===== src/design/gcdd_pkg.sv =====
`timescale 1ns / 1ps
// ----------------------------------------------------------------------------
// gcdd_pkg: shared types for the cycle deadlock detector
// Beat payloads, controller states, datapath ops and control/status bundles.
// ----------------------------------------------------------------------------
package gcdd_pkg;

  // fixed width of node fields on the ports
  localparam int unsigned NODE_W = 4;

  // input beat: one edge write
  typedef struct packed {
    logic [NODE_W-1:0] from_node;
    logic [NODE_W-1:0] to_node;
    logic              edge_present;
  } req_t;

  // result beat
  typedef struct packed {
    logic              cycle_found;
    logic [NODE_W-1:0] back_from;
    logic [NODE_W-1:0] back_to;
  } res_t;

  // controller states
  typedef enum logic [2:0] {
    ST_IDLE,
    ST_EDIT_RD,
    ST_EDIT_WR,
    ST_ROOT,
    ST_FETCH,
    ST_SCAN,
    ST_POP_WAIT,
    ST_FINISH
  } ctrl_state_e;

  // one datapath operation per cycle
  typedef enum logic [3:0] {
    OP_NONE,
    OP_LATCH,
    OP_ADJ_WRITE,
    OP_ROOT_NEXT,
    OP_ROOT_ENTER,
    OP_SKIP,
    OP_PUSH,
    OP_POP,
    OP_RESTORE,
    OP_HIT
  } dp_op_e;

  // controller to datapath
  typedef struct packed {
    dp_op_e op;
    logic   adj_sel_from;
  } cmd_t;

  // datapath to controller
  typedef struct packed {
    logic root_end;
    logic root_visited;
    logic v_end;
    logic edge_hit;
    logic v_on_path;
    logic v_unvisited;
    logic depth_full;
    logic depth_one;
  } status_t;

endpackage


===== src/design/gcdd_ram.sv =====
`timescale 1ns / 1ps
// ----------------------------------------------------------------------------
// gcdd_ram: generic single-write, single-read memory
// One write port, one read port with registered read data.
// ----------------------------------------------------------------------------
module gcdd_ram #(
  parameter int unsigned WIDTH = 8,
  parameter int unsigned DEPTH = 16
) (
  input  logic                     clk_i,
  input  logic                     we_i,
  input  logic [$clog2(DEPTH)-1:0] waddr_i,
  input  logic [WIDTH-1:0]         wdata_i,
  input  logic [$clog2(DEPTH)-1:0] raddr_i,
  output logic [WIDTH-1:0]         rdata_o
);

  logic [WIDTH-1:0] mem_q [DEPTH];
  logic [WIDTH-1:0] rdata_q;

  // write port and registered read
  always_ff @(posedge clk_i) begin
    if (we_i) begin
      mem_q[waddr_i] <= wdata_i;
    end
    rdata_q <= mem_q[raddr_i];
  end

  assign rdata_o = rdata_q;

endmodule


===== src/design/gcdd_datapath.sv =====
`timescale 1ns / 1ps
// ----------------------------------------------------------------------------
// gcdd_datapath: graph storage and depth-first search datapath
// Adjacency memory with per-row valid flags, node color flags, path stack
// memory, scan pointers and the result registers.
// ----------------------------------------------------------------------------
module gcdd_datapath #(
  parameter int unsigned NODES = 16
) (
  input  logic             clk_i,
  input  logic             rst_ni,
  input  gcdd_pkg::req_t   req_i,
  input  gcdd_pkg::cmd_t   cmd_i,
  output gcdd_pkg::status_t status_o,
  output gcdd_pkg::res_t   res_o
);
  import gcdd_pkg::*;

  localparam int unsigned NW = $clog2(NODES);
  localparam int unsigned VW = $clog2(NODES + 1);
  localparam int unsigned SW = NW + VW;

  // latched edge write
  req_t req_q, req_d;

  // search state
  logic [NW-1:0]    cur_u_q, cur_u_d;
  logic [VW-1:0]    cur_v_q, cur_v_d;
  logic [VW-1:0]    depth_q, depth_d;
  logic [VW-1:0]    root_q, root_d;
  logic [NODES-1:0] on_path_q, on_path_d;
  logic [NODES-1:0] done_q, done_d;
  logic [NODES-1:0] row_valid_q, row_valid_d;
  logic             rvalid_q;
  logic             found_q, found_d;
  logic [NODE_W-1:0] bf_q, bf_d;
  logic [NODE_W-1:0] bt_q, bt_d;

  // memory ports
  logic [NW-1:0]    adj_raddr;
  logic [NODES-1:0] adj_rdata;
  logic [NODES-1:0] adj_wdata;
  logic             adj_we;
  logic [NW-1:0]    stk_waddr;
  logic [NW-1:0]    stk_raddr;
  logic [SW-1:0]    stk_wdata;
  logic [SW-1:0]    stk_rdata;
  logic             stk_we;

  // decoded helpers
  logic [NW-1:0]    from_idx;
  logic [NW-1:0]    to_idx;
  logic [NW-1:0]    v_idx;
  logic [NW-1:0]    root_idx;
  logic             in_range;
  logic [NODES-1:0] row;
  logic [NODES-1:0] to_mask;

  assign from_idx = NW'(req_q.from_node);
  assign to_idx   = NW'(req_q.to_node);
  assign v_idx    = cur_v_q[NW-1:0];
  assign root_idx = root_q[NW-1:0];
  assign in_range = (32'(req_q.from_node) < NODES) && (32'(req_q.to_node) < NODES);

  // rows never written read as empty
  assign row = rvalid_q ? adj_rdata : '0;

  // one-hot mask of the written target
  always_comb begin
    to_mask         = '0;
    to_mask[to_idx] = 1'b1;
  end

  // adjacency memory
  assign adj_raddr = cmd_i.adj_sel_from ? from_idx : cur_u_q;
  assign adj_we    = (cmd_i.op == OP_ADJ_WRITE) && in_range;
  assign adj_wdata = req_q.edge_present ? (row | to_mask) : (row & ~to_mask);

  gcdd_ram #(
    .WIDTH (NODES),
    .DEPTH (NODES)
  ) u_adj_ram (
    .clk_i   (clk_i),
    .we_i    (adj_we),
    .waddr_i (from_idx),
    .wdata_i (adj_wdata),
    .raddr_i (adj_raddr),
    .rdata_o (adj_rdata)
  );

  // path stack memory, current top node lives in registers
  assign stk_we    = (cmd_i.op == OP_PUSH);
  assign stk_waddr = NW'(depth_q - VW'(1));
  assign stk_raddr = NW'(depth_q - VW'(2));
  assign stk_wdata = {cur_u_q, cur_v_q + VW'(1)};

  gcdd_ram #(
    .WIDTH (SW),
    .DEPTH (NODES)
  ) u_stk_ram (
    .clk_i   (clk_i),
    .we_i    (stk_we),
    .waddr_i (stk_waddr),
    .wdata_i (stk_wdata),
    .raddr_i (stk_raddr),
    .rdata_o (stk_rdata)
  );

  // status toward the controller
  always_comb begin
    status_o.root_end     = (root_q == VW'(NODES));
    status_o.root_visited = on_path_q[root_idx] | done_q[root_idx];
    status_o.v_end        = (cur_v_q == VW'(NODES));
    status_o.edge_hit     = row[v_idx] && (v_idx != cur_u_q);
    status_o.v_on_path    = on_path_q[v_idx];
    status_o.v_unvisited  = !on_path_q[v_idx] && !done_q[v_idx];
    status_o.depth_full   = (depth_q == VW'(NODES));
    status_o.depth_one    = (depth_q == VW'(1));
  end

  // next-state for the datapath registers
  always_comb begin
    req_d       = req_q;
    cur_u_d     = cur_u_q;
    cur_v_d     = cur_v_q;
    depth_d     = depth_q;
    root_d      = root_q;
    on_path_d   = on_path_q;
    done_d      = done_q;
    row_valid_d = row_valid_q;
    found_d     = found_q;
    bf_d        = bf_q;
    bt_d        = bt_q;
    unique case (cmd_i.op)
      OP_LATCH: begin
        req_d     = req_i;
        on_path_d = '0;
        done_d    = '0;
        root_d    = '0;
        depth_d   = '0;
        found_d   = 1'b0;
        bf_d      = '0;
        bt_d      = '0;
      end
      OP_ADJ_WRITE: begin
        if (in_range) begin
          row_valid_d[from_idx] = 1'b1;
        end
      end
      OP_ROOT_NEXT: begin
        root_d = root_q + VW'(1);
      end
      OP_ROOT_ENTER: begin
        cur_u_d             = root_idx;
        cur_v_d             = '0;
        depth_d             = VW'(1);
        on_path_d[root_idx] = 1'b1;
      end
      OP_SKIP: begin
        cur_v_d = cur_v_q + VW'(1);
      end
      OP_PUSH: begin
        cur_u_d          = v_idx;
        cur_v_d          = '0;
        depth_d          = depth_q + VW'(1);
        on_path_d[v_idx] = 1'b1;
      end
      OP_POP: begin
        on_path_d[cur_u_q] = 1'b0;
        done_d[cur_u_q]    = 1'b1;
        depth_d            = depth_q - VW'(1);
      end
      OP_RESTORE: begin
        cur_u_d = stk_rdata[SW-1:VW];
        cur_v_d = stk_rdata[VW-1:0];
      end
      OP_HIT: begin
        found_d = 1'b1;
        bf_d    = NODE_W'(cur_u_q);
        bt_d    = NODE_W'(v_idx);
      end
      OP_NONE: begin
      end
      default: begin
      end
    endcase
  end

  // payload latch
  always_ff @(posedge clk_i) begin
    req_q <= req_d;
  end

  // search and graph state
  always_ff @(posedge clk_i or negedge rst_ni) begin
    if (!rst_ni) begin
      cur_u_q     <= '0;
      cur_v_q     <= '0;
      depth_q     <= '0;
      root_q      <= '0;
      on_path_q   <= '0;
      done_q      <= '0;
      row_valid_q <= '0;
      rvalid_q    <= 1'b0;
      found_q     <= 1'b0;
      bf_q        <= '0;
      bt_q        <= '0;
    end else begin
      cur_u_q     <= cur_u_d;
      cur_v_q     <= cur_v_d;
      depth_q     <= depth_d;
      root_q      <= root_d;
      on_path_q   <= on_path_d;
      done_q      <= done_d;
      row_valid_q <= row_valid_d;
      rvalid_q    <= row_valid_q[adj_raddr];
      found_q     <= found_d;
      bf_q        <= bf_d;
      bt_q        <= bt_d;
    end
  end

  // result beat
  assign res_o.cycle_found = found_q;
  assign res_o.back_from   = bf_q;
  assign res_o.back_to     = bt_q;

endmodule


===== src/design/gcdd_ctrl.sv =====
`timescale 1ns / 1ps
// ----------------------------------------------------------------------------
// gcdd_ctrl: search sequencer
// Walks the edge update, root selection, neighbor scan, push and pop steps.
// ----------------------------------------------------------------------------
module gcdd_ctrl (
  input  logic              clk_i,
  input  logic              rst_ni,
  input  logic              start,
  input  gcdd_pkg::status_t status_i,
  output gcdd_pkg::cmd_t    cmd_o,
  output logic              busy,
  output logic              done_o
);
  import gcdd_pkg::*;

  ctrl_state_e state_q, state_d;

  // state register
  always_ff @(posedge clk_i or negedge rst_ni) begin
    if (!rst_ni) begin
      state_q <= ST_IDLE;
    end else begin
      state_q <= state_d;
    end
  end

  // next state and commands
  always_comb begin
    state_d            = state_q;
    cmd_o.op           = OP_NONE;
    cmd_o.adj_sel_from = 1'b0;
    busy               = 1'b1;
    done_o             = 1'b0;
    unique case (state_q)
      ST_IDLE: begin
        busy = 1'b0;
        if (start) begin
          cmd_o.op = OP_LATCH;
          state_d  = ST_EDIT_RD;
        end
      end
      ST_EDIT_RD: begin
        cmd_o.adj_sel_from = 1'b1;
        state_d            = ST_EDIT_WR;
      end
      ST_EDIT_WR: begin
        cmd_o.adj_sel_from = 1'b1;
        cmd_o.op           = OP_ADJ_WRITE;
        state_d            = ST_ROOT;
      end
      ST_ROOT: begin
        priority if (status_i.root_end) begin
          state_d = ST_FINISH;
        end else if (status_i.root_visited) begin
          cmd_o.op = OP_ROOT_NEXT;
        end else begin
          cmd_o.op = OP_ROOT_ENTER;
          state_d  = ST_FETCH;
        end
      end
      ST_FETCH: begin
        state_d = ST_SCAN;
      end
      ST_SCAN: begin
        priority if (status_i.v_end) begin
          cmd_o.op = OP_POP;
          state_d  = status_i.depth_one ? ST_ROOT : ST_POP_WAIT;
        end else if (!status_i.edge_hit) begin
          cmd_o.op = OP_SKIP;
        end else if (status_i.v_on_path) begin
          cmd_o.op = OP_HIT;
          state_d  = ST_FINISH;
        end else if (status_i.v_unvisited && !status_i.depth_full) begin
          cmd_o.op = OP_PUSH;
          state_d  = ST_FETCH;
        end else begin
          cmd_o.op = OP_SKIP;
        end
      end
      ST_POP_WAIT: begin
        cmd_o.op = OP_RESTORE;
        state_d  = ST_FETCH;
      end
      ST_FINISH: begin
        done_o  = 1'b1;
        state_d = ST_IDLE;
      end
      default: begin
        state_d = ST_IDLE;
      end
    endcase
  end

endmodule


===== src/design/graph_cycle_deadlock_detector.sv =====
`timescale 1ns / 1ps
// a search runs from the accepted beat to the result beat; a new beat is taken only
//   once busy has dropped after the result beat
// throughput: one neighbor check per cycle while the controller is in the scan state
// reset: adjacency rows read as empty through per-row valid flags, no clear pass
// done_o marks the result for exactly one cycle; the receiver cannot stall
// ----------------------------------------------------------------------------
// graph_cycle_deadlock_detector: wait-for graph cycle detector
// Applies one edge write per beat, then runs a depth-first cycle search and
// reports the first back edge found.
// ----------------------------------------------------------------------------
module graph_cycle_deadlock_detector #(
  parameter int unsigned NODES = 16
) (
  input  logic           clk_i,
  input  logic           rst_ni,
  input  logic           start,
  input  gcdd_pkg::req_t req_i,
  output logic           busy,
  output logic           done_o,
  output gcdd_pkg::res_t res_o
);
  import gcdd_pkg::*;

  cmd_t    cmd;
  status_t status;

  // sequencer
  gcdd_ctrl u_ctrl (
    .clk_i    (clk_i),
    .rst_ni   (rst_ni),
    .start    (start),
    .status_i (status),
    .cmd_o    (cmd),
    .busy     (busy),
    .done_o   (done_o)
  );

  // graph storage and search datapath
  gcdd_datapath #(
    .NODES (NODES)
  ) u_datapath (
    .clk_i    (clk_i),
    .rst_ni   (rst_ni),
    .req_i    (req_i),
    .cmd_i    (cmd),
    .status_o (status),
    .res_o    (res_o)
  );

endmodule

===== config.mk =====
export PLATFORM = sky130hd
export DESIGN_NAME = graph_cycle_deadlock_detector
export DESIGN_NICKNAME = d
export VERILOG_FILES = /design/src/design/gcdd_pkg.sv /design/src/design/gcdd_ram.sv /design/src/design/gcdd_datapath.sv /design/src/design/gcdd_ctrl.sv /design/src/design/graph_cycle_deadlock_detector.sv
export SDC_FILE = /design/constraint.sdc
export NUM_CORES = 1
export LEC_CHECK = 0
export BUFFER_PORTS_ARGS = -buffer_cell sky130_fd_sc_hd__buf_2
export CAP_MARGIN = 20
export CORE_MARGIN = 8
export CORE_UTILIZATION = 50
export DETAILED_ROUTE_END_ITERATION = 8
export PLACE_DENSITY_LB_ADDON = 0.15
export SKIP_LAST_GASP = 1
export SLEW_MARGIN = 10
export SYNTH_ARGS = -nofsm -noshare
export SYNTH_HDL_FRONTEND = slang
export SYNTH_SLANG_ARGS = --single-unit

===== constraint.sdc =====
create_clock -name clk_i -period 5 [get_ports clk_i]
set_clock_uncertainty 0.05 [all_clocks]
set_input_delay 0 -clock clk_i [delete_from_list [all_inputs] [get_ports clk_i]]
set_output_delay 0 -clock clk_i [all_outputs]
set_load 0.01 [all_outputs]

# Yosys cells after proc, flatten, opt, wreduce, memory -nomap -nowiden
# Memories as Yosys holds them, arrays and structs flattened. A register that Yosys moved wholly into a read port is not among the register bits.
# Index checks and enable logic that the tools add are counted.
[classes] magnitude_cmp=11 reduce_logical=21 n_mux=58 add_sub_neg=5 n_eq_ne=25 bitwise=10
[op_table] op="$or 16x16->16" n=5
[op_table] op="$pmux 16 s4" n=1
[op_table] op="$and 16x16->16" n=2
[op_table] op="$mux 16" n=2
[op_table] op="$not 16->16" n=2
[op_table] op="$pmux 16 s2" n=1
[op_table] op="$lt 4x5->1 const B" n=6
[op_table] op="$mux 3" n=9
[op_table] op="$bmux 1 s4" n=6
[op_table] op="$pmux 3 s8" n=1
[op_table] op="$demux 1 s4" n=5
[op_table] op="$ge 4x1->1 const B" n=5
[op_table] op="$mux 4" n=5
[op_table] op="$pmux 4 s5" n=1
[op_table] op="$pmux 5 s4" n=1
[op_table] op="$mux 1" n=19
[op_table] op="$eq 4x3->1 const B" n=4
[op_table] op="$pmux 4 s2" n=2
[op_table] op="$add 5x1->5 const B" n=3
[op_table] op="$eq 5x5->1 const B" n=3
[op_table] op="$pmux 5 s3" n=1
[op_table] op="$eq 3x3->1 const B" n=4
[op_table] op="$pmux 4 s3" n=1
[op_table] op="$pmux 5 s2" n=1
[op_table] op="other kinds (24)" n=40
[totals] inputBits=12 word_cells=147 ram_bits=400 output_inout_bits=11 mem_count=2 register_bits=89
[mem_list] memory="u_datapath.u_adj_ram.mem_q" depth=16 width=16 rd=1 rd_clocked_by_memory_dff=1 write_ports=1 line_no="gcdd_ram.sv:18" source="logic [WIDTH-1:0] mem_q [DEPTH];"
[mem_list] memory="u_datapath.u_stk_ram.mem_q" depth=16 width=9 rd=1 rd_clocked_by_memory_dff=1 write_ports=1 line_no="gcdd_ram.sv:18"

# Logic depth before layout (Yosys ltp)
# Gate-level depths: netlist (run 1).
[depth] ltp_word=13 mapped_depth=13 ltp_nobuf=9

# Cells and area by module
# Synthesis (run 1) repeated with hierarchy kept, for this count alone.
[hier_totals] cells_unflattened=1316 hier_area_um2=21590.7
[modules_own_cells] module="gcdd_ram (u_datapath.u_adj_ram)" area_each_um2=10042.1 cells_each=432 seq_area_each_um2=8007.7 instances=1
[modules_own_cells] module="gcdd_ram (u_datapath.u_stk_ram)" area_each_um2=5780.5 cells_each=254 seq_area_each_um2=4504.3 instances=1
[modules_own_cells] module="gcdd_datapath" area_each_um2=5434.0 cells_each=580 seq_area_each_um2=2197.1 instances=1
[modules_own_cells] module="gcdd_ctrl" area_each_um2=334.1 cells_each=50 seq_area_each_um2=75.1 instances=1

# Worst setup path after synthesis (run 1)
# OpenSTA, ideal clock, no wires.
[synth_path] kind="flip-flop to flip-flop" start="register u_datapath.depth_q[1]" end="memory u_datapath.u_stk_ram.mem_q[11][0] (netlist bit), enable pin" synth_period_minus_slack_ns=3.478 required_ns=4.613 path_stages_with_launch=11 path_buffers=2 setup_time_ns=0.337 arrival_time_ns=3.090 path_slack_ns=1.522 cell_sequence="dfrtp_1 clkbuf_1 buf_1 inv_1 ha_1 a311oi_2 nand4_4 o31ai_4 nand2_2 nor4_2 and2_1"
[synth_between] elab_chain_len=11 word_cells_on_any_way=12 classes_between="1 x add/sub; 2 x eq/ne; 7 x mux; 2 x reduce/logical"
[synth_lines] element="start: declaration" line_no="gcdd_datapath.sv:29" source="logic [VW-1:0] depth_q, depth_d;"
[synth_lines] element="start signal: assignment" line_no="gcdd_datapath.sv:211" source="depth_q <= depth_d;"
[synth_lines] element="$eq 5x5->1" line_no="gcdd_datapath.sv:117" source="status_o.depth_full = (depth_q == VW'(NODES));"
[synth_lines] element="$logic_not 1->1" line_no="gcdd_ctrl.sv:74" source="end else if (status_i.v_unvisited && !status_i.depth_full) begin"
[synth_lines] element="$logic_and 1x1->1" line_no="gcdd_ctrl.sv:74"
[synth_lines] element="$mux 2" line_no="gcdd_ctrl.sv:74"
[synth_lines] element="$mux 4" line_no="gcdd_ctrl.sv:71" source="end else if (status_i.v_on_path) begin"
[synth_lines] element="$mux 4" line_no="gcdd_ctrl.sv:69" source="end else if (!status_i.edge_hit) begin"
[synth_lines] element="$mux 4" line_no="gcdd_ctrl.sv:66" source="priority if (status_i.v_end) begin"
[synth_lines] element="$pmux 4 s5" line_no="gcdd_ctrl.sv:35" source="unique case (state_q)"
[synth_lines] element="$eq 4x3->1" line_no="gcdd_datapath.sv:92" source="assign stk_we = (cmd_i.op == OP_PUSH);"
[synth_lines] element="$mux 1" line_no="gcdd_ram.sv:23" source="if (we_i) begin"
[synth_lines] element="$mux 1 (not written as such)" line_no="gcdd_ram.sv:24" source="mem_q[waddr_i] <= wdata_i;"
[synth_lines] element="end: declaration" line_no="gcdd_ram.sv:18"
# Parallel ways exist; a longest one is shown, timed or not.

# Worst setup path in the final report (run 1)
[layout_path] start="register u_datapath.cur_v_q[1]" end="memory u_datapath.u_stk_ram.mem_q[1][5] (netlist bit), enable pin"
[layout_between] elab_chain_len=13 word_cells_on_any_way=21 classes_between="3 x eq/ne; 13 x mux; 5 x reduce/logical"
[layout_lines] element="start: declaration" line_no="gcdd_datapath.sv:28" source="logic [VW-1:0] cur_v_q, cur_v_d;"
[layout_lines] element="start signal: assignment" line_no="gcdd_datapath.sv:210" source="cur_v_q <= cur_v_d;"
[layout_lines] element="$bmux 1 s4 (on tied branches)" line_no="gcdd_datapath.sv:115, gcdd_datapath.sv:116"
[layout_lines] element="$mux 1 (on tied branches)" line_no="gcdd_datapath.sv:115, gcdd_datapath.sv:116"
[layout_lines] element="$logic_not 1->1" line_no="gcdd_datapath.sv:116" source="status_o.v_unvisited = !on_path_q[v_idx] && !done_q[v_idx];"
[layout_lines] element="$logic_and 1x1->1" line_no="gcdd_datapath.sv:116"
[layout_lines] element="$logic_and 1x1->1" line_no="gcdd_ctrl.sv:74"
[layout_lines] element="$mux 2" line_no="gcdd_ctrl.sv:74"
[layout_lines] element="$mux 4" line_no="gcdd_ctrl.sv:71"
[layout_lines] element="$mux 4" line_no="gcdd_ctrl.sv:69"
[layout_lines] element="$mux 4 (*)" line_no="gcdd_ctrl.sv:66"
[layout_lines] element="$pmux 4 s5 (*)" line_no="gcdd_ctrl.sv:35"
[layout_lines] element="$eq 4x3->1 (*)" line_no="gcdd_datapath.sv:92"
[layout_lines] element="$mux 1 (*)" line_no="gcdd_ram.sv:23"
[layout_lines] element="$mux 1 (not written as such) (*)" line_no="gcdd_ram.sv:24"
# Every way passes the cells marked *; elsewhere a longest branch is shown, timed or not. The select of a mux whose other input is x is not followed.

==> impl_metrics.json, run 1 <==
{
  "cp_num_buf_inv": 0,
  "syn_area_sq_um": 21500,
  "antenna_found_initial": 0,
  "clock_latency_ps": 620,
  "n_antenna_cell": 0,
  "layout_min_cycle_time_ps": 4120,
  "syn_area_per_cell_sq_um": 17.1,
  "place_hpwl_um": 32900,
  "drc": 0,
  "layout_commonest_cell": "edfxtp_1",
  "grt_pass1_vias": 12200,
  "ys_async_sr_fraction_pct": 15.6,
  "nets": 1341,
  "crit_slowest_cell": "dfrtp_1",
  "hold_violations": 0,
  "slew_violations": 0,
  "min-delay-path-class": "in -> async",
  "r2r_cells": 8,
  "worst-setup-path-type": "reg -> reg",
  "vias": 11800,
  "wl_per_cell_um": 27.4,
  "grt_setup_unrepaired": "false",
  "cpPeakStageDelay_ps": 920,
  "synth_cells": 1255,
  "final_antenna_net_count": 0,
  "r2r-start": "u_datapath.cur_v_q[1]",
  "synth_seq_cells": 514,
  "gp_congestion": 0.904,
  "crit_family": "simple AND/OR/NAND/NOR gates",
  "max_slew.worst_pin.slew_ps": 928,
  "crit_path_end_kind": "flip-flop",
  "die_h_um": 223,
  "drtIter0Drc": 1139,
  "worstReg2RegEnd": "u_datapath.u_stk_ram.mem_q[1][5]",
  "fp.dieW_um": 223,
  "fin_tns_setup_ps": 0,
  "clock_sinks": 514,
  "p_leak_nw": 8.59,
  "core_region_area_sq_um": 42700,
  "drive_above_1_share_pct": 26.3,
  "cts_buffers": 53,
  "arrival_ps": 4300,
  "crit_path_cell_trace": "nand2_1 > o221ai_1 > a21oi_1 > nand4b_2 > nor3_4 > o21ai_2 > nor4_2 > and2_1",
  "worst-path-max-fanout": 20,
  "drt_wl_total_um": 52200,
  "period_share_pct": 82.3,
  "drtPass1Iterations": 5,
  "rows": 76,
  "clk_pin_slew_ps": 60,
  "overflow": 0,
  "die-area_sq_um": 49800,
  "reg2reg_slack_ps": 880,
  "cts_max_level": 2,
  "start_util_pct": 50.3,
  "fin_ws_ps": 883,
  "syn_nets": 1284,
  "ir_worst_vdd_v": 0.000362,
  "cts_resized": 0,
  "ys_warn_count": 0,
  "clock.fmax_mhz": 243,
  "power_density_nw_per_um2": 586,
  "cts_max_path_buffers": 3,
  "status": "finished, final reports clean",
  "numPortBuffers": 22,
  "synth_edf_count": 409,
  "slew_headroom_pct": 37.8,
  "ctsRootBufferMaster": "clkbuf_16",
  "synth_seq_area_share_pct": 68.9,
  "start_kind": "flip-flop",
  "grt_max_degree": 80,
  "dp_slack_ps": 906,
  "cts_tree": "done",
  "grt_pass1_wl_um": 79300,
  "ys_types": 81,
  "io_pins": 23,
  "cp.required_ps": 5190,
  "setup_viol": 0,
  "syn_to_final_growth_pct": 14.2,
  "synthFlopType": "edfxtp_1",
  "hold_slack_ps": 46.4,
  "drv_cap": 0,
  "vias_per_cell": 6.19,
  "grtUsageTotal_pct": 21.1,
  "layout_common_cells": "edfxtp_1 (409), mux4_2 (118), dfrtp_1 (79)"
}
-- where the power goes --
group | total [mW] | internal [mW] | switching (mW)
Clock | 4.15 | 2.48 | 1.67
Combinational | 4.43 | 1.87 | 2.56
Sequential | 5.79 | 5.35 | 0.441
-- Yosys cell counts (all sizes together), types with 20 or more instances --
cell type  instances  area, sq um
a211oi            20          150
a31oi             52          325
and2              41          256
buf               36          190
clkbuf            46          173
dfrtp             80         2000
dfxtp             25          500
edfxtp           409        12300
mux4             119         2680
nand2             77          294
nor2              33          131
o21ai             46          234
-- worst register-to-register path, stage by stage, from the launching register on --
cell and delay (ps):
dfrtp_1 920, nand2_1 260, o221ai_1 250, a21oi_1 100
nand4b_2 370, nor3_4 670, o21ai_2 290, nor4_2 350
and2_1 490
-- sequential cells by signal, indices dropped and copies added (netlist names), 4 cells and up --
register / count
u_datapath.u_stk_ram.rdata_o: 9
u_datapath.root_q: 5
u_datapath.from_idx: 4
u_datapath.u_stk_ram.mem_q: 144
u_datapath.depth_q: 5
u_datapath.cur_u_q: 4
u_datapath.u_adj_ram.rdata_o: 16
u_datapath.done_q: 16
u_datapath.bt_q: 4
u_datapath.to_idx: 4
u_datapath.on_path_q: 16
u_datapath.cur_v_q: 5
u_datapath.bf_q: 4
u_datapath.row_valid_q: 16
u_datapath.u_adj_ram.mem_q: 256
-- worst max-delay path by stage --
stage                                              to                   from  slack, ps  cells after the start
finish               u_datapath.u_stk_ram.mem_q[1][5]  u_datapath.cur_v_q[1]        880                      8
global route         u_datapath.u_stk_ram.mem_q[1][2]  u_datapath.cur_v_q[1]        580                      8
global placement     u_datapath.u_stk_ram.mem_q[3][8]  u_datapath.cur_v_q[0]       1030                      8
floorplan           u_datapath.u_stk_ram.mem_q[11][0]  u_datapath.depth_q[1]       1520                     10
CTS                  u_datapath.u_stk_ram.mem_q[1][8]  u_datapath.cur_v_q[1]        880                      8
detailed placement   u_datapath.u_stk_ram.mem_q[1][8]  u_datapath.cur_v_q[1]        910                      8
-- final cells by class --
type | instances | area (sq um)
Clock buffer | 59 | 1350
Multi-Input combinational cell | 645 | 6450
Sequential cell | 514 | 14800
Tap cell | 546 | 683
Fill cell | 3255 | 18200
Timing Repair Buffer | 84 | 666
Clock inverter | 41 | 510
Inverter | 14 | 52.6
-- routing by layer --
layer | up-vias | global-route usage (%) | routed length [um]
met5 | - | 0 | 0
met3 | 86 | 2.73 | 2810
li1 | 5178 | - | -
met2 | 440 | 35.7 | 26400
met4 | 0 | 6.22 | 1320
met1 | 6076 | 28.5 | 21700
-- logic make-up (layout without fill, tap and decap cells) --
kind of cell	Yosys count	in the layout	synth area share, %
flops	514	514	68.9
buf+inv	96	198	1.94
fa+ha+maj	17	17	0.991
xor+xnor	16	16	0.653
simple gates	250	250	6.40
compound gates	218	218	7.39
mux	144	144	13.7
-- stage by stage --
| step | instances | power (mW) | utilization (%) | cell area, sq um |
|---|---|---|---|---|
| after floorplan | 1255 | 8.86 | - | 21500 |
| after global placement | 1788 | 10.2 | 52.6 | 22400 |
| after detailed placement | 1788 | 10.3 | 52.6 | 22400 |
| after CTS | 1900 | 14.4 | 57.2 | 24400 |
| after global routing | 1903 | 15.0 | 57.4 | 24500 |
| final | 1903 | 14.4 | 57.4 | 24500 |
-- timing repair --
item	CTS	global route
setup buffers	0	0
endpoints found under the hold margin	90	0
hold buffers	12	0
endpoints found under the setup margin	0	0
(Power assumes the default switching activity.)
==> run 2: changes to the inputs <==
clock period = 3.9 ns   (was 5 ns; I/O delays follow)
==> run 2 against run 1 <==
Routed wire length grew 1.1%. Global-route usage grew 0.085 points. Non-clock buffer count grew 36. Critical path type unchanged. Critical endpoint is now u_datapath.u_stk_ram.mem_q[1][1].
==> impl_metrics.json, run 2 (synthesis results as in run 1) <==
{
  "syn_to_final_growth_pct": 14.3,
  "min-delay-path-class": "in -> reg",
  "vias": 11900,
  "worstHoldPathCells": 2,
  "clock_sinks": 514,
  "drtIter0Drc": 986,
  "dp_slack_ps": 214,
  "reg2reg_slack_ps": 260,
  "fin_cells": 1936,
  "top_register": "u_datapath.u_adj_ram.mem_q",
  "die-area_sq_um": 49800,
  "layout_min_cycle_time_ps": 3640,
  "comb_power_share_pct": 32.9,
  "clock.fmax_mhz": 275,
  "clock_latency_ps": 600,
  "overflow": 0,
  "grt_pass1_wl_um": 79000,
  "worst-setup-path-type": "reg -> reg",
  "worstReg2RegEnd": "u_datapath.u_stk_ram.mem_q[1][1]",
  "antenna_found_initial": 0,
  "stdcell_area_sq_um": 24500,
  "switchingPower_mw": 6.02,
  "wl_per_cell_um": 27.2,
  "r2r-start": "u_datapath.root_q[0]",
  "crit_path_end_kind": "flip-flop",
  "multi_input_area_sq_um": 6410,
  "setup_viol": 0,
  "die_h_um": 223,
  "arrival_ps": 3840,
  "max_slew.worst_pin.slew_ps": 875,
  "start_util_pct": 50.3,
  "whs_endpoint": "u_datapath.req_q[0]",
  "crit_path_cell_trace": "or4b_2 > o311ai_1 > o22ai_1 > o21bai_4 > and2_1 > nand2_2 > nor4_2 > and2_1",
  "crit_path_frequent_cell": "and2_1",
  "hold_violations": 0,
  "grt_setup_unrepaired": "false",
  "cts_max_level": 2,
  "power_density_nw_per_um2": 740,
  "worst-path-max-fanout": 20,
  "grt_max_degree": 44,
  "drt_wl_total_um": 52700,
  "gp_congestion": 0.929,
  "grt_pass1_vias": 12100,
  "slew_headroom_pct": 41.7,
  "layout_common_cells": "edfxtp_1 (409), mux4_2 (118), buf_4 (81)",
  "drive_above_1_share_pct": 28.2,
  "vias_per_cell": 6.16,
  "intPower_mw": 12.1,
  "fp.dieW_um": 223,
  "cp.required_ps": 4100,
  "layout_commonest_cell": "edfxtp_1",
  "status": "finished, final reports clean",
  "r2r_cells": 8,
  "cp_num_buf_inv": 0,
  "pwr-share-seq_pct": 40.5,
  "clk_pin_slew_ps": 70,
  "fillCellCount": 3261,
  "grtUsageTotal_pct": 21.2,
  "drv_cap": 0,
  "period_share_pct": 93.4,
  "cts_setup_buffers": 0,
  "rows": 76,
  "hold_start": "req_i[0]",
  "start_kind": "flip-flop",
  "crit_family": "simple AND/OR/NAND/NOR gates",
  "dpl_cell_area_sq_um": 22700,
  "top_regs": "u_datapath.u_adj_ram.mem_q (256), u_datapath.u_stk_ram.mem_q (144)",
  "ir_worst_vdd_v": 0.000443,
  "regArea_sq_um": 14800,
  "drtPass1Iterations": 5,
  "io_pins": 23,
  "drc": 0,
  "dp_cells": 1824,
  "numPortBuffers": 22,
  "cts_buffers": 52,
  "cts_tree": "done",
  "crit_slowest_cell": "dfrtp_1",
  "ctsRootBufferMaster": "clkbuf_16",
  "clockPowerShare_pct": 26.7,
  "core_region_area_sq_um": 42700,
  "nets": 1376,
  "cpPeakStageDelay_ps": 740,
  "largest_reg_flops": 256,
  "slew_violations": 0,
  "switching_share_pct": 33.2,
  "p_leak_nw": 8.67,
  "cts_max_path_buffers": 3,
  "fin_tns_setup_ps": 0,
  "final_antenna_net_count": 0,
  "fin_ws_ps": 258,
  "place_hpwl_um": 34200
}
[run 2: how the worst max path moves through the flow]
stage,startpoint,to,slack (ps),cells past startpoint
after global placement,u_datapath.cur_v_q[1],u_datapath.u_stk_ram.mem_q[11][4],410,9
after global routing,u_datapath.root_q[0],u_datapath.u_stk_ram.mem_q[7][1],60,8
after detailed placement,u_datapath.cur_v_q[1],u_datapath.u_stk_ram.mem_q[2][4],210,9
after CTS,u_datapath.cur_v_q[1],u_datapath.u_stk_ram.mem_q[2][6],190,9
final,u_datapath.root_q[0],u_datapath.u_stk_ram.mem_q[1][1],260,8
after floorplan,u_datapath.depth_q[1],u_datapath.u_stk_ram.mem_q[11][0],420,10
[run 2: power groups by stage]
stage	logic, mW	registers, mW	clock network (mW)
2_1_floorplan	4.18	7.18	0
3_3_place_gp	5.93	7.45	0
3_5_place_dp	5.97	7.45	0
4_1_cts	6.01	7.34	4.94
5_1_grt	6.43	7.40	5.13
6_report	5.97	7.35	4.84
[run 2: final cells by class]
| cell class | count | area share, % |
|---|---|---|
| Inverter | 14 | 0.214 |
| Sequential cell | 514 | 60.3 |
| Tap cell | 546 | 2.78 |
| Clock buffer | 58 | 5.44 |
| Multi-Input combinational cell | 645 | 26.1 |
| Antenna cell | 1 | 0.0102 |
| Clock inverter | 38 | 1.34 |
| Timing Repair Buffer | 120 | 3.79 |
[run 2: repair_timing]
action                                  in CTS  in global routing
gates resized for setup                      0                  1
endpoints found under the setup margin       0                 90
hold buffers                                13                  0
endpoints found under the hold margin       74                  0
[run 2: per-stage QoR]
step                hold WS (ps)  utilization [%]  total power, mW
floorplan                   -346                -             11.4
global placement            17.6             53.2             13.4
detailed placement          27.0             53.2             13.4
CTS                         48.5             57.4             18.3
global route                64.4             57.4             19.0
finish                      78.7             57.5             18.2
[run 2: per-layer routing]
layer | routed length, um | share of wire [%] | global-route usage, % | up-vias
li1 | - | - | - | 5248
met1 | 22300 | 42 | 28.3 | 6203
met2 | 26100 | 50 | 35.8 | 380
met3 | 2960 | 5.6 | 3.60 | 93
met4 | 1330 | 2.5 | 5.88 | 0
met5 | 0 | 0 | 0 | -
==> run 3: changes to the inputs <==
CORE_ASPECT_RATIO = 1.5   (was unset)
SLEW_MARGIN = unset   (was 10)
==> run 3 against run 2 <==
Routed wire length up 1.5%. Sequential power about the same. Clock power down 2%. Via count up 0.67%. Core utilization down 0.30 points. Sequential share of layout area up 0.30 points. Worst hold slack better by 17 ps. Setup slack worse by 5.0 ps. Non-clock buffer count down 11. Flip-flop and latch count unchanged. Critical path type unchanged. Critical endpoint is now u_datapath.on_path_q[6].
==> impl_metrics.json, run 3 (synthesis results as in run 1) <==
{
  "start_util_pct": 50.2,
  "arrival_ps": 4070,
  "fin_util_pct": 57.2,
  "drive_above_1_share_pct": 27.5,
  "clk_pin_slew_ps": 70,
  "worst-setup-path-type": "reg -> reg",
  "clockPowerShare_pct": 26.4,
  "slew_violations": 0,
  "start_kind": "flip-flop",
  "cts_setup_buffers": 0,
  "cts_max_path_buffers": 3,
  "drt_wl_total_um": 53500,
  "busiest_layer": "met2",
  "fin_cells": 1944,
  "cp.required_ps": 4320,
  "rows": 93,
  "crit_path_end_kind": "flip-flop",
  "slew_headroom_pct": 43.0,
  "core_region_area_sq_um": 42700,
  "syn_to_final_growth_pct": 13.8,
  "fp.dieW_um": 185,
  "vias_per_cell": 6.17,
  "fin_ws_ps": 253,
  "cts_max_level": 2,
  "clock_latency_ps": 580,
  "n_antenna_cell": 0,
  "layout_common_cells": "edfxtp_1 (409), mux4_2 (118), dfrtp_1 (77)",
  "hold_violations": 0,
  "final_antenna_net_count": 0,
  "overflow": 0,
  "min-delay-path-class": "in -> reg",
  "dp_slack_ps": 245,
  "setup_viol": 0,
  "dp_cells": 1837,
  "fillCellCount": 3346,
  "switching_share_pct": 33.4,
  "die-area_sq_um": 49900,
  "status": "finished, final reports clean",
  "grtUsageTotal_pct": 21.8,
  "grtUsageMet3_pct": 3.08,
  "clock.fmax_mhz": 274,
  "clock_sinks": 514,
  "grt_pass1_wl_um": 80800,
  "cts_buffers": 49,
  "fin_tns_setup_ps": 0,
  "max_slew.worst_pin.slew_ps": 856,
  "top_register": "u_datapath.u_adj_ram.mem_q",
  "drv_cap": 0,
  "place_hpwl_um": 34400,
  "antenna_found_initial": 0,
  "vias": 12000,
  "nets": 1362,
  "period_share_pct": 93.5,
  "ctsRootBufferMaster": "clkbuf_16",
  "grt_pass1_vias": 12200,
  "globalRouteMet1Util_pct": 27.0,
  "layout_min_cycle_time_ps": 3650,
  "intPower_mw": 12.0,
  "wl_per_cell_um": 27.5,
  "largest_reg_flops": 256,
  "switchingPower_mw": 6.02,
  "layout_commonest_cell": "edfxtp_1",
  "pwr-share-seq_pct": 40.8,
  "gp_congestion": 0.953,
  "worst-path-max-fanout": 20,
  "dpl_cell_area_sq_um": 22600,
  "top_regs": "u_datapath.u_adj_ram.mem_q (256), u_datapath.u_stk_ram.mem_q (144)",
  "cts_tree": "done",
  "stdcell_area_sq_um": 24400,
  "drc": 0,
  "grtUsageMet2_pct": 39.0,
  "numPortBuffers": 22,
  "ir_worst_vdd_v": 0.000480,
  "drtIter0Drc": 1185,
  "drtPass1Iterations": 5,
  "comb_power_share_pct": 32.7,
  "p_leak_nw": 8.57,
  "power_density_nw_per_um2": 738,
  "die_h_um": 270,
  "io_pins": 23,
  "grt_max_degree": 49,
  "grt_setup_unrepaired": "false"
}
[run 3: routing by layer]
layer / vias to the layer above / routed length (um)
li1: 5198 / -
met1: 6246 / 20300
met2: 444 / 28600
met3: 116 / 2970
met4: 0 / 1640
met5: - / 0
[run 3: critical path, cell delays in order (launching register included)]
cell     delay, ps
dfrtp_1        520
buf_4          250
inv_1          160
ha_1           370
nand3_1        370
nand3_1        230
and3_1         190
a211o_1        140
buf_4          190
a21o_1         640
a31oi_1        170
a31o_2         250
[run 3: power groups by stage]
stage / logic (mW) / clock network, mW / registers (mW)
after floorplan: 4.18 / 0 / 7.18
after global placement: 5.88 / 0 / 7.44
after detailed placement: 5.92 / 0 / 7.45
after CTS: 5.94 / 4.83 / 7.34
after global routing: 6.34 / 5.05 / 7.39
final: 5.90 / 4.76 / 7.35
[run 3: final timing paths]
check | cells past startpoint | startpoint | to | slack, ps
max | 11 | u_datapath.cur_v_q[0] | u_datapath.on_path_q[6] | 250
min | 2 | req_i[0] | u_datapath.req_q[0] | 100
max reg2reg | 11 | u_datapath.cur_v_q[0] | u_datapath.on_path_q[6] | 250
min reg2reg | 1 | u_datapath.row_valid_q[5] | u_datapath.row_valid_q[5] | 410
max in group asynchronous | 4 | rst_ni | u_datapath.depth_q[1] | 2860
min in group asynchronous | 4 | rst_ni | u_datapath.on_path_q[2] | 450
[run 3: timing repair]
item	in CTS	in global routing
hold endpoints to repair	74	0
resized for setup	0	1
setup endpoints to repair	0	20
hold buffers	13	0
[run 3: metrics by stage]
stage               hold slack [ps]  total power, mW
floorplan                      -346             11.4
global placement               19.3             13.3
detailed placement             23.3             13.4
CTS                            68.8             18.1
global route                   88.9             18.8
finish                         95.3             18.0
[run 3: layout make-up]
type	instances	area (sq um)	area share [%]
inverter	14	52.6	0.215
timing repair buffer	109	841	3.44
tap	570	713	2.92
clock buffer	58	1320	5.42
sequential	514	14800	60.6
clock inverter	34	280	1.15
multi-input combinational	645	6410	26.3
